`config.mk`:
```
export PLATFORM = sky130hd
export DESIGN_NAME = nvm_record_first_fit_allocator
export DESIGN_NICKNAME = d
export VERILOG_FILES = /design/src/rtl/nvmrec_pkg.sv /design/src/rtl/nvmrec_ram.sv /design/src/rtl/nvmrec_word_scan.sv /design/src/rtl/nvm_record_first_fit_allocator.sv
export SDC_FILE = /design/constraint.sdc
export NUM_CORES = 2
export LEC_CHECK = 0
export BUFFER_PORTS_ARGS = -buffer_cell sky130_fd_sc_hd__buf_2
export CAP_MARGIN = 40
export CORE_MARGIN = 2
export CORE_UTILIZATION = 50
export DETAILED_ROUTE_END_ITERATION = 8
export PLACE_DENSITY = 0.67
export SKIP_LAST_GASP = 1
export SYNTH_ARGS = -nofsm -noshare
export SYNTH_HDL_FRONTEND = slang
export SYNTH_SLANG_ARGS = --single-unit
```
`constraint.sdc`:
```
create_clock -name clk -period 8.7 [get_ports clk]
set_input_delay 1.305 -clock clk [delete_from_list [all_inputs] [get_ports clk]]
set_output_delay 1.305 -clock clk [all_outputs]
set_load 0.02 [all_outputs]
```
`src/rtl/nvmrec_pkg.sv`:
```
`timescale 1ns / 1ps
// ----------------------------------------------------------------------------
// nvmrec_pkg: shared definitions for the record allocator
// Sizes of the record table and the occupancy map, status codes, and the
// types passed between the word scanner and the sequencer.
// ----------------------------------------------------------------------------
package nvmrec_pkg;

  // Store geometry
  localparam int TABLE_SLOTS = 16;
  localparam int STORE_BYTES = 1024;
  localparam int WORD_BITS   = 16;
  localparam int MAP_WORDS   = STORE_BYTES / WORD_BITS;

  // Widths
  localparam int SLOT_W = $clog2(TABLE_SLOTS);
  localparam int BYTE_W = $clog2(STORE_BYTES);
  localparam int WORD_W = $clog2(MAP_WORDS);
  localparam int BIT_W  = $clog2(WORD_BITS);
  localparam int CNT_W  = BIT_W + 1;
  localparam int LEN_W  = 11;
  localparam int RUN_W  = BYTE_W + 1;
  localparam int CSUM_W = 16;

  // Status codes
  localparam logic [1:0] ST_OK         = 2'd0;
  localparam logic [1:0] ST_TABLE_FULL = 2'd1;
  localparam logic [1:0] ST_NO_SPACE   = 2'd2;

  // Outcome of scanning one map word
  typedef struct packed {
    logic             hit;
    logic             from_carry;
    logic [BIT_W-1:0] offset;
    logic [RUN_W-1:0] run_out;
  } scan_res_t;

  // One record table entry
  typedef struct packed {
    logic [BYTE_W-1:0] start;
    logic [LEN_W-1:0]  length;
    logic              read_only;
    logic              redundant;
    logic [BYTE_W-1:0] copy_start;
    logic              valid;
    logic [CSUM_W-1:0] checksum;
  } slot_rec_t;

endpackage

```
`src/rtl/nvmrec_ram.sv`:
```
`timescale 1ns / 1ps
// ----------------------------------------------------------------------------
// nvmrec_ram: generic single-write, single-read RAM
// One write port and one read port, read data registered.
// ----------------------------------------------------------------------------
module nvmrec_ram #(
  parameter int WIDTH = 16,
  parameter int DEPTH = 64
) (
  input  logic                     clk,
  input  logic                     wr_en,
  input  logic [$clog2(DEPTH)-1:0] wr_addr,
  input  logic [WIDTH-1:0]         wr_data,
  input  logic [$clog2(DEPTH)-1:0] rd_addr,
  output logic [WIDTH-1:0]         rd_data
);

  logic [WIDTH-1:0] mem [DEPTH];

  // Write and registered read
  always_ff @(posedge clk) begin
    if (wr_en) begin
      mem[wr_addr] <= wr_data;
    end
    rd_data <= mem[rd_addr];
  end

endmodule

```
`src/rtl/nvmrec_word_scan.sv`:
```
`timescale 1ns / 1ps
// ----------------------------------------------------------------------------
// nvmrec_word_scan: free-run search over one occupancy word
// Given the free run carried in from lower words, tells whether a run of the
// requested length completes in this word and where it starts, and what run
// carries on to the next word.
// ----------------------------------------------------------------------------
module nvmrec_word_scan
  import nvmrec_pkg::*;
(
  input  logic [WORD_BITS-1:0] word,
  input  logic [RUN_W-1:0]     run_in,
  input  logic [RUN_W-1:0]     total,
  output scan_res_t            res
);

  logic [CNT_W-1:0]     lead;
  logic [CNT_W-1:0]     top;
  logic                 seen_lo;
  logic                 seen_hi;
  logic [RUN_W:0]       carry_sum;
  logic                 carry_hit;
  logic                 small_req;
  logic [WORD_BITS:0]   win_wide;
  logic [WORD_BITS-1:0] win;
  logic                 int_hit;
  logic [BIT_W-1:0]     int_pos;

  // Count free bits from the bottom and from the top
  always_comb begin
    lead    = CNT_W'(WORD_BITS);
    top     = CNT_W'(WORD_BITS);
    seen_lo = 1'b0;
    seen_hi = 1'b0;
    for (int i = 0; i < WORD_BITS; i++) begin
      if (!seen_lo && word[i]) begin
        lead    = CNT_W'(i);
        seen_lo = 1'b1;
      end
    end
    for (int i = WORD_BITS - 1; i >= 0; i--) begin
      if (!seen_hi && word[i]) begin
        top     = CNT_W'(WORD_BITS - 1 - i);
        seen_hi = 1'b1;
      end
    end
  end

  // Run carried from below completes here
  assign carry_sum = {1'b0, run_in} + (RUN_W + 1)'(lead);
  assign carry_hit = carry_sum >= {1'b0, total};

  // Window mask for a request that fits inside one word
  assign small_req = total <= RUN_W'(WORD_BITS);
  assign win_wide  = ((WORD_BITS + 1)'(1) << total[CNT_W-1:0]) - (WORD_BITS + 1)'(1);
  assign win       = win_wide[WORD_BITS-1:0];

  // Lowest window fully inside the word
  always_comb begin
    int_hit = 1'b0;
    int_pos = '0;
    for (int s = WORD_BITS - 1; s >= 0; s--) begin
      if (small_req && (s + int'(total) <= WORD_BITS) &&
          ((word & (win << s)) == '0)) begin
        int_hit = 1'b1;
        int_pos = BIT_W'(s);
      end
    end
  end

  // Combine: the carried run always starts lower
  always_comb begin
    res.hit        = carry_hit || int_hit;
    res.from_carry = carry_hit;
    res.offset     = int_pos;
    if (lead == CNT_W'(WORD_BITS)) begin
      res.run_out = run_in + RUN_W'(WORD_BITS);
    end else begin
      res.run_out = RUN_W'(top);
    end
  end

endmodule

```
`src/rtl/nvm_record_first_fit_allocator.sv`:
```
`timescale 1ns / 1ps
// ----------------------------------------------------------------------------
// nvm_record_first_fit_allocator: first-fit record allocator
// Takes an add request, picks the lowest unused record slot, finds the lowest
// free run of the record length (doubled for a redundant copy) in the byte
// occupancy map, marks it taken, and reports status, slot and placement.
//
//   channel  | handshake           | fields
//   ---------+---------------------+-----------------------------------------
//   request  | start, busy         | record_length, read_only_first, keep_copy
//   result   | done (one cycle)    | status, record_id, start_byte,
//            |                     | copy_start_byte
//
// Table full or bad length: result in the next cycle, busy stays low.
// Otherwise the scanner reads one 16-bit map word a cycle until a hit or, with
// no space, the last map word. Marking the run then reads and writes back each
// map word it touches, and the result follows.
// Reset is synchronous and clears slot usage and the map row valid bits at
// once; no clearing pass. The receiver cannot stall: done lasts one cycle.
// ----------------------------------------------------------------------------
module nvm_record_first_fit_allocator
  import nvmrec_pkg::*;
(
  input  logic              clk,
  input  logic              rst,
  input  logic              start,
  output logic              busy,
  input  logic [LEN_W-1:0]  record_length,
  input  logic              read_only_first,
  input  logic              keep_copy,
  output logic              done,
  output logic [1:0]        status,
  output logic [SLOT_W-1:0] record_id,
  output logic [BYTE_W-1:0] start_byte,
  output logic [BYTE_W-1:0] copy_start_byte
);

  localparam logic [1:0] S_IDLE    = 2'd0;
  localparam logic [1:0] S_SCAN    = 2'd1;
  localparam logic [1:0] S_MARK_RD = 2'd2;
  localparam logic [1:0] S_MARK_WR = 2'd3;

  logic [1:0]             state;
  logic [TABLE_SLOTS-1:0] slot_used;
  logic [MAP_WORDS-1:0]   row_ok;
  logic [WORD_W:0]        issue;
  logic                   eval_valid;
  logic [WORD_W-1:0]      eval_word;
  logic [RUN_W-1:0]       run;
  logic [LEN_W-1:0]       req_len;
  logic [RUN_W-1:0]       req_total;
  logic                   req_ro;
  logic                   req_keep;
  logic [SLOT_W-1:0]      req_slot;
  logic [BYTE_W-1:0]      start_pos;
  logic [BYTE_W-1:0]      end_pos;
  logic [WORD_W-1:0]      mark_word;

  logic                   accept;
  logic                   any_free;
  logic [SLOT_W-1:0]      free_idx;
  logic [LEN_W:0]         total_in;
  logic [WORD_W-1:0]      map_raddr;
  logic [WORD_BITS-1:0]   map_rdata;
  logic [WORD_W-1:0]      rd_row;
  logic [WORD_BITS-1:0]   cur_word;
  scan_res_t              scan_res;
  logic [BYTE_W-1:0]      word_base;
  logic [BYTE_W-1:0]      found_start;
  logic [RUN_W-1:0]       found_end;
  logic [BIT_W-1:0]       mask_lo;
  logic [BIT_W-1:0]       mask_hi;
  logic [WORD_BITS-1:0]   mark_mask;
  logic                   map_we;
  logic                   slot_we;
  slot_rec_t              slot_rec;
  logic [BYTE_W-1:0]      copy_pos;

  assign busy   = state != S_IDLE;
  assign accept = start && !busy;

  // Pick the lowest unused slot
  always_comb begin
    free_idx = '0;
    for (int i = TABLE_SLOTS - 1; i >= 0; i--) begin
      if (!slot_used[i]) begin
        free_idx = SLOT_W'(i);
      end
    end
  end
  assign any_free = ~&slot_used;
  assign total_in = keep_copy ? {record_length, 1'b0} : {1'b0, record_length};

  // Map read address and the word as seen through the row valid bits
  assign map_raddr = (state == S_SCAN) ? issue[WORD_W-1:0] : mark_word;
  assign rd_row    = (state == S_SCAN) ? eval_word : mark_word;
  assign cur_word  = row_ok[rd_row] ? map_rdata : '0;

  nvmrec_word_scan u_scan (
    .word   (cur_word),
    .run_in (run),
    .total  (req_total),
    .res    (scan_res)
  );

  // Start and end of a hit in the word under evaluation
  assign word_base   = {eval_word, {BIT_W{1'b0}}};
  assign found_start = scan_res.from_carry ? word_base - run[BYTE_W-1:0]
                                           : word_base | BYTE_W'(scan_res.offset);
  assign found_end   = {1'b0, found_start} + req_total - RUN_W'(1);

  // Bits of the current word that fall inside the run
  assign mask_lo   = (mark_word == start_pos[BYTE_W-1:BIT_W]) ? start_pos[BIT_W-1:0] : '0;
  assign mask_hi   = (mark_word == end_pos[BYTE_W-1:BIT_W]) ? end_pos[BIT_W-1:0] : '1;
  assign mark_mask = ({WORD_BITS{1'b1}} << mask_lo) &
                     ({WORD_BITS{1'b1}} >> (BIT_W'(WORD_BITS - 1) - mask_hi));

  assign map_we  = state == S_MARK_WR;
  assign slot_we = map_we && (mark_word == end_pos[BYTE_W-1:BIT_W]);

  nvmrec_ram #(
    .WIDTH (WORD_BITS),
    .DEPTH (MAP_WORDS)
  ) u_map (
    .clk     (clk),
    .wr_en   (map_we),
    .wr_addr (mark_word),
    .wr_data (cur_word | mark_mask),
    .rd_addr (map_raddr),
    .rd_data (map_rdata)
  );

  // Record table entry written on success
  assign copy_pos = req_keep ? start_pos + req_len[BYTE_W-1:0] : '0;
  always_comb begin
    slot_rec.start      = start_pos;
    slot_rec.length     = req_len;
    slot_rec.read_only  = req_ro;
    slot_rec.redundant  = req_keep;
    slot_rec.copy_start = copy_pos;
    slot_rec.valid      = 1'b0;
    slot_rec.checksum   = '0;
  end

  nvmrec_ram #(
    .WIDTH ($bits(slot_rec_t)),
    .DEPTH (TABLE_SLOTS)
  ) u_slots (
    .clk     (clk),
    .wr_en   (slot_we),
    .wr_addr (req_slot),
    .wr_data (slot_rec),
    .rd_addr (req_slot),
    .rd_data ()
  );

  // Sequencer
  always_ff @(posedge clk) begin
    if (rst) begin
      state      <= S_IDLE;
      slot_used  <= '0;
      row_ok     <= '0;
      done       <= 1'b0;
      eval_valid <= 1'b0;
      issue      <= '0;
    end else begin
      done <= 1'b0;
      case (state)
        S_IDLE: begin
          if (accept) begin
            req_len   <= record_length;
            req_total <= total_in[RUN_W-1:0];
            req_ro    <= read_only_first;
            req_keep  <= keep_copy;
            req_slot  <= free_idx;
            if (!any_free) begin
              done            <= 1'b1;
              status          <= ST_TABLE_FULL;
              record_id       <= '0;
              start_byte      <= '0;
              copy_start_byte <= '0;
            end else if (record_length == '0 ||
                         total_in > (LEN_W + 1)'(STORE_BYTES)) begin
              done            <= 1'b1;
              status          <= ST_NO_SPACE;
              record_id       <= '0;
              start_byte      <= '0;
              copy_start_byte <= '0;
            end else begin
              state      <= S_SCAN;
              issue      <= '0;
              eval_valid <= 1'b0;
              run        <= '0;
            end
          end
        end
        S_SCAN: begin
          // Issue the next word read, evaluate the one returned
          if (issue < (WORD_W + 1)'(MAP_WORDS)) begin
            issue <= issue + 1'b1;
          end
          eval_valid <= issue < (WORD_W + 1)'(MAP_WORDS);
          eval_word  <= issue[WORD_W-1:0];
          if (eval_valid) begin
            if (scan_res.hit) begin
              start_pos <= found_start;
              end_pos   <= found_end[BYTE_W-1:0];
              mark_word <= found_start[BYTE_W-1:BIT_W];
              state     <= S_MARK_RD;
            end else if (eval_word == WORD_W'(MAP_WORDS - 1)) begin
              done            <= 1'b1;
              status          <= ST_NO_SPACE;
              record_id       <= '0;
              start_byte      <= '0;
              copy_start_byte <= '0;
              state           <= S_IDLE;
            end else begin
              run <= scan_res.run_out;
            end
          end
        end
        S_MARK_RD: begin
          state <= S_MARK_WR;
        end
        S_MARK_WR: begin
          // Write back the marked word, then advance or finish
          row_ok[mark_word] <= 1'b1;
          if (slot_we) begin
            slot_used[req_slot] <= 1'b1;
            done                <= 1'b1;
            status              <= ST_OK;
            record_id           <= req_slot;
            start_byte          <= start_pos;
            copy_start_byte     <= copy_pos;
            state               <= S_IDLE;
          end else begin
            mark_word <= mark_word + 1'b1;
            state     <= S_MARK_RD;
          end
        end
        default: begin
          state <= S_IDLE;
        end
      endcase
    end
  end

  // Error results carry no placement
  a_err_zero: assert property (@(posedge clk) disable iff (rst)
    done && status != ST_OK |-> record_id == '0 && start_byte == '0 &&
                                copy_start_byte == '0)
    else $error("error result with nonzero placement");

  // A success comes only out of the last map write
  a_ok_from_mark: assert property (@(posedge clk) disable iff (rst)
    done && status == ST_OK |-> $past(state) == S_MARK_WR)
    else $error("success result without marking the run");

  // Each success takes exactly one more slot
  a_slot_count: assert property (@(posedge clk) disable iff (rst)
    slot_we |=> $countones(slot_used) == $past($countones(slot_used)) + 1)
    else $error("slot usage did not grow by one");

  // No copy start without a redundant copy
  a_no_copy: assert property (@(posedge clk) disable iff (rst)
    done && status == ST_OK && !req_keep |-> copy_start_byte == '0)
    else $error("copy start reported without a copy");

endmodule

```
Word-level counts from Yosys, hierarchy flattened
Memories as Yosys holds them, arrays and structs flattened. A register that Yosys moved wholly into a read port is not among the register bits.
Cells that the tools add are included.
{"block": "op_classes", "addsub": 25, "magnitude_cmp": 25, "eq_ne": 20, "shift": 3, "muxes": 188, "n_bitwise": 22, "n_reduce_logical": 135}
{"op": "32-bit by 6-bit <= comparator with 1-bit output, second input constant", "count": 15}
{"op": "16-bit bitwise AND", "count": 17}
{"op": "16-bit zero test", "count": 16}
{"op": "5-bit two-way mux", "count": 32}
{"op": "4-bit two-way mux", "count": 33}
{"op": "10-bit two-way mux", "count": 10}
{"op": "4-bit by 11-bit adder with 12-bit output, first input constant", "count": 8}
{"op": "11-bit two-way mux", "count": 7}
{"op": "1-bit logical AND", "count": 66}
{"op": "64-bit OR", "count": 1}
{"op": "1-bit two-way mux", "count": 62}
{"op": "10-bit case mux with 3 select lines", "count": 2}
{"op": "3-bit by 11-bit adder with 12-bit output, first input constant", "count": 4}
{"op": "2-bit two-way mux", "count": 16}
{"op": "16-bit OR", "count": 2}
{"op": "1-bit zero test", "count": 31}
{"op": "6-bit two-way mux", "count": 5}
{"op": "7-bit two-way mux", "count": 4}
{"op": "2-bit by 11-bit adder with 12-bit output, first input constant", "count": 2}
{"op": "8-bit AND reduction", "count": 3}
{"op": "11-bit by 5-bit <= comparator with 1-bit output, second input constant", "count": 2}
{"op": "11-bit case mux with 2 select lines", "count": 1}
{"op": "10-bit adder", "count": 2}
{"op": "16-bit two-way mux", "count": 1}
{"op": "52 further kinds", "count": 76}
{"block": "totals", "reg_bits": 186, "ramBits": 1024, "inputBits": 16, "out_inout_bits": 28, "wordCells": 441, "memories": 1}
{"name": "u_map.mem", "words": 64, "width": 16, "rd": 1, "rd_clocked_by_memory_dff": 1, "write_ports": 1, "line": "nvmrec_ram.sv:18", "rtl": "logic [WIDTH-1:0] mem [DEPTH];"}

Depth between registers and ports, before layout
{"block": "depth", "depth_word": 57, "depth_mapped": 46, "ltp_nobuf": 42}

Hierarchy
From an unflattened synthesis, not the netlist that was laid out.
{"block": "hier_totals", "hier_cells": 3444, "area_unflattened_um2": 53855.4}
{"mod": "nvmrec_ram", "instances": 1, "cells_per_inst": 1820, "area_each_um2": 39978.3, "seq_area_each_um2": 31069.8}
{"mod": "nvm_record_first_fit_allocator", "instances": 1, "cells_per_inst": 972, "area_each_um2": 9485.3, "seq_area_each_um2": 4674.5}
{"mod": "nvmrec_word_scan", "instances": 1, "cells_per_inst": 652, "area_each_um2": 4391.7, "seq_area_each_um2": 0.0}

Worst setup path after synthesis
Ideal clock, no wire load.
{"block": "synth_path", "kind": "reg-to-reg", "start": "reg state[1]", "end": "reg copy_start_byte[0], enable pin", "setup_ns": 0.434, "t_arrival_ns": 7.632, "t_required_ns": 8.266, "path_slack_ns": 0.635, "path_stages_with_launch": 33, "path_buffers": 5, "synth_period_minus_slack_ns": 8.065, "path_cell_list": "dfxtp_1 -> inv_1 -> ha_1 -> buf_6 -> or3_1 -> clkbuf_1 -> a21oi_1 -> a211oi_1 -> o211ai_1 -> o22ai_2 -> a221oi_2 -> buf_2 -> clkbuf_1 -> clkbuf_1 -> nor3_1 -> ha_1 -> inv_1 -> fa_1 -> nor2b_1 -> o21ai_0 -> nand2b_1 -> a21o_1 -> nand2_1 -> xnor2_1 -> ha_1 -> or4_1 -> o21ai_0 -> nand3_1 -> a211oi_2 -> or3b_4 -> nor3_4 -> o21ai_1 -> a2111oi_2"}
{"block": "synth_via", "elab_chain_cells": 56, "elab_cells_between_ends": 147, "classes_between": "add/sub: 1; order compare: 1; eq/ne: 8; mux: 51; bitwise: 16; reduce/logical: 70"}
{"element": "from (decl)", "line": "nvm_record_first_fit_allocator.sv:43", "rtl": "logic [1:0] state;"}
{"element": "from (signal assigned)", "line": "nvm_record_first_fit_allocator.sv:160", "rtl": "state <= S_IDLE;"}
{"element": "from (signal assigned)", "line": "nvm_record_first_fit_allocator.sv:190", "rtl": "state <= S_SCAN;"}
{"element": "from (signal assigned)", "line": "nvm_record_first_fit_allocator.sv:209", "rtl": "state <= S_MARK_RD;"}
{"element": "2-bit by 1-bit == test with 1-bit output", "line": "nvm_record_first_fit_allocator.sv:96, nvm_record_first_fit_allocator.sv:168"}
{"element": "6-bit two-way mux", "line": "nvm_record_first_fit_allocator.sv:96", "rtl": "assign rd_row = (state == S_SCAN) ? eval_word : mark_word;"}
{"element": "1-bit binary-select mux with 6-bit select", "line": "nvm_record_first_fit_allocator.sv:97", "rtl": "assign cur_word = row_ok[rd_row] ? map_rdata : '0;"}
{"element": "1-bit two-way mux (implied by the code)", "line": "nvm_record_first_fit_allocator.sv:97"}
{"element": "16-bit two-way mux", "line": "nvm_record_first_fit_allocator.sv:97"}
{"element": "1-bit two-way mux", "line": "nvmrec_word_scan.sv:36", "rtl": "if (!seen_lo && word[i]) begin"}
{"element": "1-bit zero test", "line": "nvmrec_word_scan.sv:36"}
{"element": "1-bit logical AND", "line": "nvmrec_word_scan.sv:36"}
{"element": "[40 not listed]"}
{"element": "1-bit zero test", "line": "nvmrec_word_scan.sv:36"}
{"element": "1-bit logical AND", "line": "nvmrec_word_scan.sv:36"}
{"element": "5-bit two-way mux", "line": "nvmrec_word_scan.sv:36"}
{"element": "11-bit by 5-bit adder with 12-bit output", "line": "nvmrec_word_scan.sv:50", "rtl": "assign carry_sum = {1'b0, run_in} + (RUN_W + 1)'(lead);"}
{"element": "12-bit by 11-bit greater-or-equal comparator with 1-bit output", "line": "nvmrec_word_scan.sv:51", "rtl": "assign carry_hit = carry_sum >= {1'b0, total};"}
{"element": "1-bit logical OR", "line": "nvmrec_word_scan.sv:73", "rtl": "res.hit = carry_hit || int_hit;"}
{"element": "2-bit inequality test (no source line)"}
{"element": "8-bit AND reduction (no source line) *"}
{"element": "to (signal assigned)", "line": "nvm_record_first_fit_allocator.sv:234", "rtl": "copy_start_byte <= copy_pos;"}
{"element": "to (decl)", "line": "nvm_record_first_fit_allocator.sv:35", "rtl": "output logic [BYTE_W-1:0] copy_start_byte"}
Every way passes the cells marked *; elsewhere a longest branch is shown, timed or not. The select of a mux whose other input is x is not followed.
A chain may end at the register's enable or synchronous reset.

Final worst setup path
{"block": "layout_path", "start": "reg state[1]", "end": "reg end_pos[9], data pin"}
{"block": "layout_via", "elab_chain_cells": 56, "elab_cells_between_ends": 136, "classes_between": "add/sub: 3; order compare: 1; eq/ne: 1; mux: 52; bitwise: 17; reduce/logical: 62"}
{"element": "2-bit by 1-bit == test with 1-bit output *", "line": "nvm_record_first_fit_allocator.sv:96"}
{"element": "6-bit two-way mux *", "line": "nvm_record_first_fit_allocator.sv:96"}
{"element": "1-bit binary-select mux with 6-bit select *", "line": "nvm_record_first_fit_allocator.sv:97"}
{"element": "1-bit two-way mux (implied by the code) *", "line": "nvm_record_first_fit_allocator.sv:97"}
{"element": "16-bit two-way mux *", "line": "nvm_record_first_fit_allocator.sv:97"}
{"element": "1-bit two-way mux", "line": "nvmrec_word_scan.sv:36"}
{"element": "1-bit zero test", "line": "nvmrec_word_scan.sv:36"}
{"element": "1-bit logical AND", "line": "nvmrec_word_scan.sv:36"}
{"element": "[41 not listed]"}
{"element": "1-bit logical AND", "line": "nvmrec_word_scan.sv:36"}
{"element": "5-bit two-way mux", "line": "nvmrec_word_scan.sv:36"}
{"element": "11-bit by 5-bit adder with 12-bit output", "line": "nvmrec_word_scan.sv:50"}
{"element": "12-bit by 11-bit greater-or-equal comparator with 1-bit output", "line": "nvmrec_word_scan.sv:51"}
{"element": "10-bit two-way mux *", "line": "nvm_record_first_fit_allocator.sv:108", "rtl": "assign found_start = scan_res.from_carry ? word_base - run[BYTE_W-1:0]"}
{"element": "10-bit adder *", "line": "nvm_record_first_fit_allocator.sv:110", "rtl": "assign found_end = {1'b0, found_start} + req_total - RUN_W'(1);"}
{"element": "10-bit by 1-bit subtractor with 10-bit output *", "line": "nvm_record_first_fit_allocator.sv:110"}
{"element": "via found_end[9]", "line": "nvm_record_first_fit_allocator.sv:70", "rtl": "logic [RUN_W-1:0] found_end;"}
{"element": "to (signal assigned)", "line": "nvm_record_first_fit_allocator.sv:207", "rtl": "end_pos <= found_end[BYTE_W-1:0];"}
{"element": "to (decl)", "line": "nvm_record_first_fit_allocator.sv:56", "rtl": "logic [BYTE_W-1:0] end_pos;"}
The timed path passes the listed nets; every way through them passes the cells marked *. The select of a mux whose other input is x is not followed.

==> qor.txt <==
Chip width = 328 um
GRT Total Usage = 23.5%
Core area = 104,000 um^2
Final Max Tran Viols = 0
Setup TNS Final = 0 ns
Clock Pin Slew Worst Setup and Hold Paths = 0.06 ns
Initial core utilization = 50.6%
Syn Area/Cell = 15.7 um^2
GPL Wtd Cong = 0.901
Number of global-route vias before repair = 29,300
Ys Warns = 0
Post-synth EDFFs = 1,119
Netlist cell types = 109
Die footprint = 108,000 um^2
I/O Buffers = 42
Post-CTS Setup Inserts = 0
Post-DRT Antenna Nets = 0
Synth Instances = 3,357
Total CTS buffers = 117
GR Overflow Total = 0
Met1 Use GR = 34.4%
Post-synth top flop = edfxtp_1
CTS tree = done
Post-synth net total = 3,438
Part of the cycle the worst path needs = 94.6%
Asr flop ratio synth = 0%
Routing usage on met3 = 3.27%
DRC = 0
Clk_lat worst skew = 0.71 ns
Leakage dissipation = 19.9 nW
Peak supply drop = 0.000240 V
Final hold vios = 0
PnR Total Power = 16.2 mW
Pin count of the biggest net entering global routing = 130
Crit-path slowest cell = or4_1
Routed wire length = 127,000 um
Max-cap violation count = 0
Min-Delay Path Class = register to register
Flops & latches, synth = 1,226
IO Pins = 44
Worst-margin pin slew = 0.955 ns
Commonest cells in the netlist = 1,119 x edfxtp_1, 294 x nor2_1, 256 x mux4_2, 223 x nand2_1, 141 x a21oi_1
Top-count cell post-synth = edfxtp_1
Most Crowded Layer GR = met2
CP most frequent cell = ha_1
Part of the Yosys area used for sequential elements = 68.0%
Power Dens Cells = 275 nW/um^2
Synth top area cells = edfxtp_1 64%, mux4_2 11%, dfxtp_1 4.1%
Clk sink count = 1,226
H-tree lvl count = 3
Die Ht = 328 um
Post-synthesis cell area = 52,600 um^2
CP Max Fanout = 35
First-pass GRT wire length = 190,000 um
Area share of the largest cell type after synthesis = 63.9%
Final setup viols = 0
GRT met2 Usage = 37.0%
WL/cell = 25.7 um
Worst setup margin = 0.469 ns
Slew headroom = 36.2%
Cell taking the most area after synthesis = edfxtp_1
Final Skew = 0.0249 ns
Status = complete, no violations
Startpoint types = register
Std cell rows = 118
Crit path kind = register to register
PostCTS Resize Cnt = 0
CP peak stage delay = 0.51 ns
Area growth syn-to-layout = 12.1%
Final #Nets = 3,527
Detailed Route Iter0 Violations = 3,488
Clock Path Buffers = 3
Share of layout cells above drive strength 1 = 19.6%
Vias = 30,600
Fin crit period = 8.23 ns
Critical Path Sink Type = register
Dpl ws = 0.225 ns
Final HPWL DP = 77,000 um
Fmax = 121 MHz
Crit path arrival time = 8.68 ns
Root Driver = clkbuf_16
Worst EP required = 9.15 ns
Unrepaired setup endpoints after global routing = no
Vias per cell = 6.21
Initial antenna violation count = 0
Hold-fix buffers, CTS = 0
DR pass1 iterations = 7
[final timing paths]
check                           startpoint         end  slack (ns)  depth (start not counted)
worst max-delay path              state[1]  end_pos[9]        0.47                         40
worst min-delay path             row_ok[2]   row_ok[2]        0.48                          2
worst max register to register    state[1]  end_pos[9]        0.47                         40
worst min register to register   row_ok[2]   row_ok[2]        0.48                          2
[logic make-up (layout without fill, tap and decap cells)]
logic type / after synthesis / after routing / synth area share, %
xor gates and xnor gates: 65 / 65 / 1.10
AOI/OAI and AO/OA: 574 / 574 / 7.69
buffers and inverters: 307 / 498 / 2.42
DFF: 1226 / 1226 / 68.0
other: 0 / 1 / 0
and+or+nand+nor: 816 / 816 / 7.28
muxes: 304 / 304 / 11.9
adders and majority gates: 65 / 65 / 1.59
[flip-flops by register name, indices dropped and copies added, names as in the netlist, 7 cells and up]
register,cells
copy_start_byte,10
end_pos,10
issue,7
req_len,10
req_total,11
row_ok,64
run,11
slot_used,16
start_byte,10
start_pos,10
u_map.mem,1024
u_map.rd_data,16
[layer usage]
metal  vias up  share of wire [%]
met1     15700                 43
met2      1352                 47
met5         -                  0
met3       201                7.6
met4         0                3.0
li1      13400                  -
[area by class of cell]
cell class	instances	area, um^2
inverter	101	379
tap	1380	1730
clock buffer	147	3100
clock inverter	74	669
fill	7938	45000
antenna	1	2.50
sequential	1226	35700
multi-input combinational	1824	15900
timing repair buffer	176	1430
[stage by stage]
step / area [um^2] / instances / utilization [%] / hold WS (ns)
5_1_grt: 59000 / 4928 / 56.7 / 0.494
3_3_place_gp: 54900 / 4696 / 52.8 / 0.453
4_1_cts: 58900 / 4928 / 56.7 / 0.475
3_5_place_dp: 55200 / 4707 / 53.1 / 0.459
6_report: 59000 / 4929 / 56.7 / 0.475
2_1_floorplan: 52600 / 3357 / - / 0.440
[worst max-delay path, delay by kind of cell (launching register included)]
family	cells	cell delay [ns]
multiplexers	2	0.38
XOR/XNOR	3	0.38
adder cells (fa/ha/maj)	6	1.67
AO/OA/AOI/OAI	15	2.55
AND/OR/NAND/NOR	9	1.74
flip-flops	1	0.34
buffers and inverters	5	0.84
[power by group]
part / leakage [nW] / switching (mW) / internal, mW
clock: 1.86 / 2.16 / 2.82
combinational: 6.53 / 2.68 / 1.75
sequential: 11.5 / 0.249 / 6.55
total: 19.9 / 5.09 / 11.1
[layout by cell type, fill, tap and decap left out, types with 14 or more instances in the layout]
master,instances
clkinv_1,25
nand4_1,21
a22oi_1,23
mux2i_1,32
edfxtp_1,1119
clkbuf_1,24
a21oi_1,140
nand3_1,43
o21bai_1,14
a211oi_1,89
buf_2,42
buf_4,119
nand2b_1,23
o21ai_0,50
a31oi_1,49
clkbuf_16,117
xor2_1,19
dfxtp_1,107
nor2_1,285
inv_1,97
and2_1,75
clkinv_2,26
mux4_2,256
ha_1,61
a311oi_1,36
a222oi_1,26
nor3_1,34
nor2b_1,20
xnor2_1,45
nand2_1,223
(Power assumes the default switching activity.)
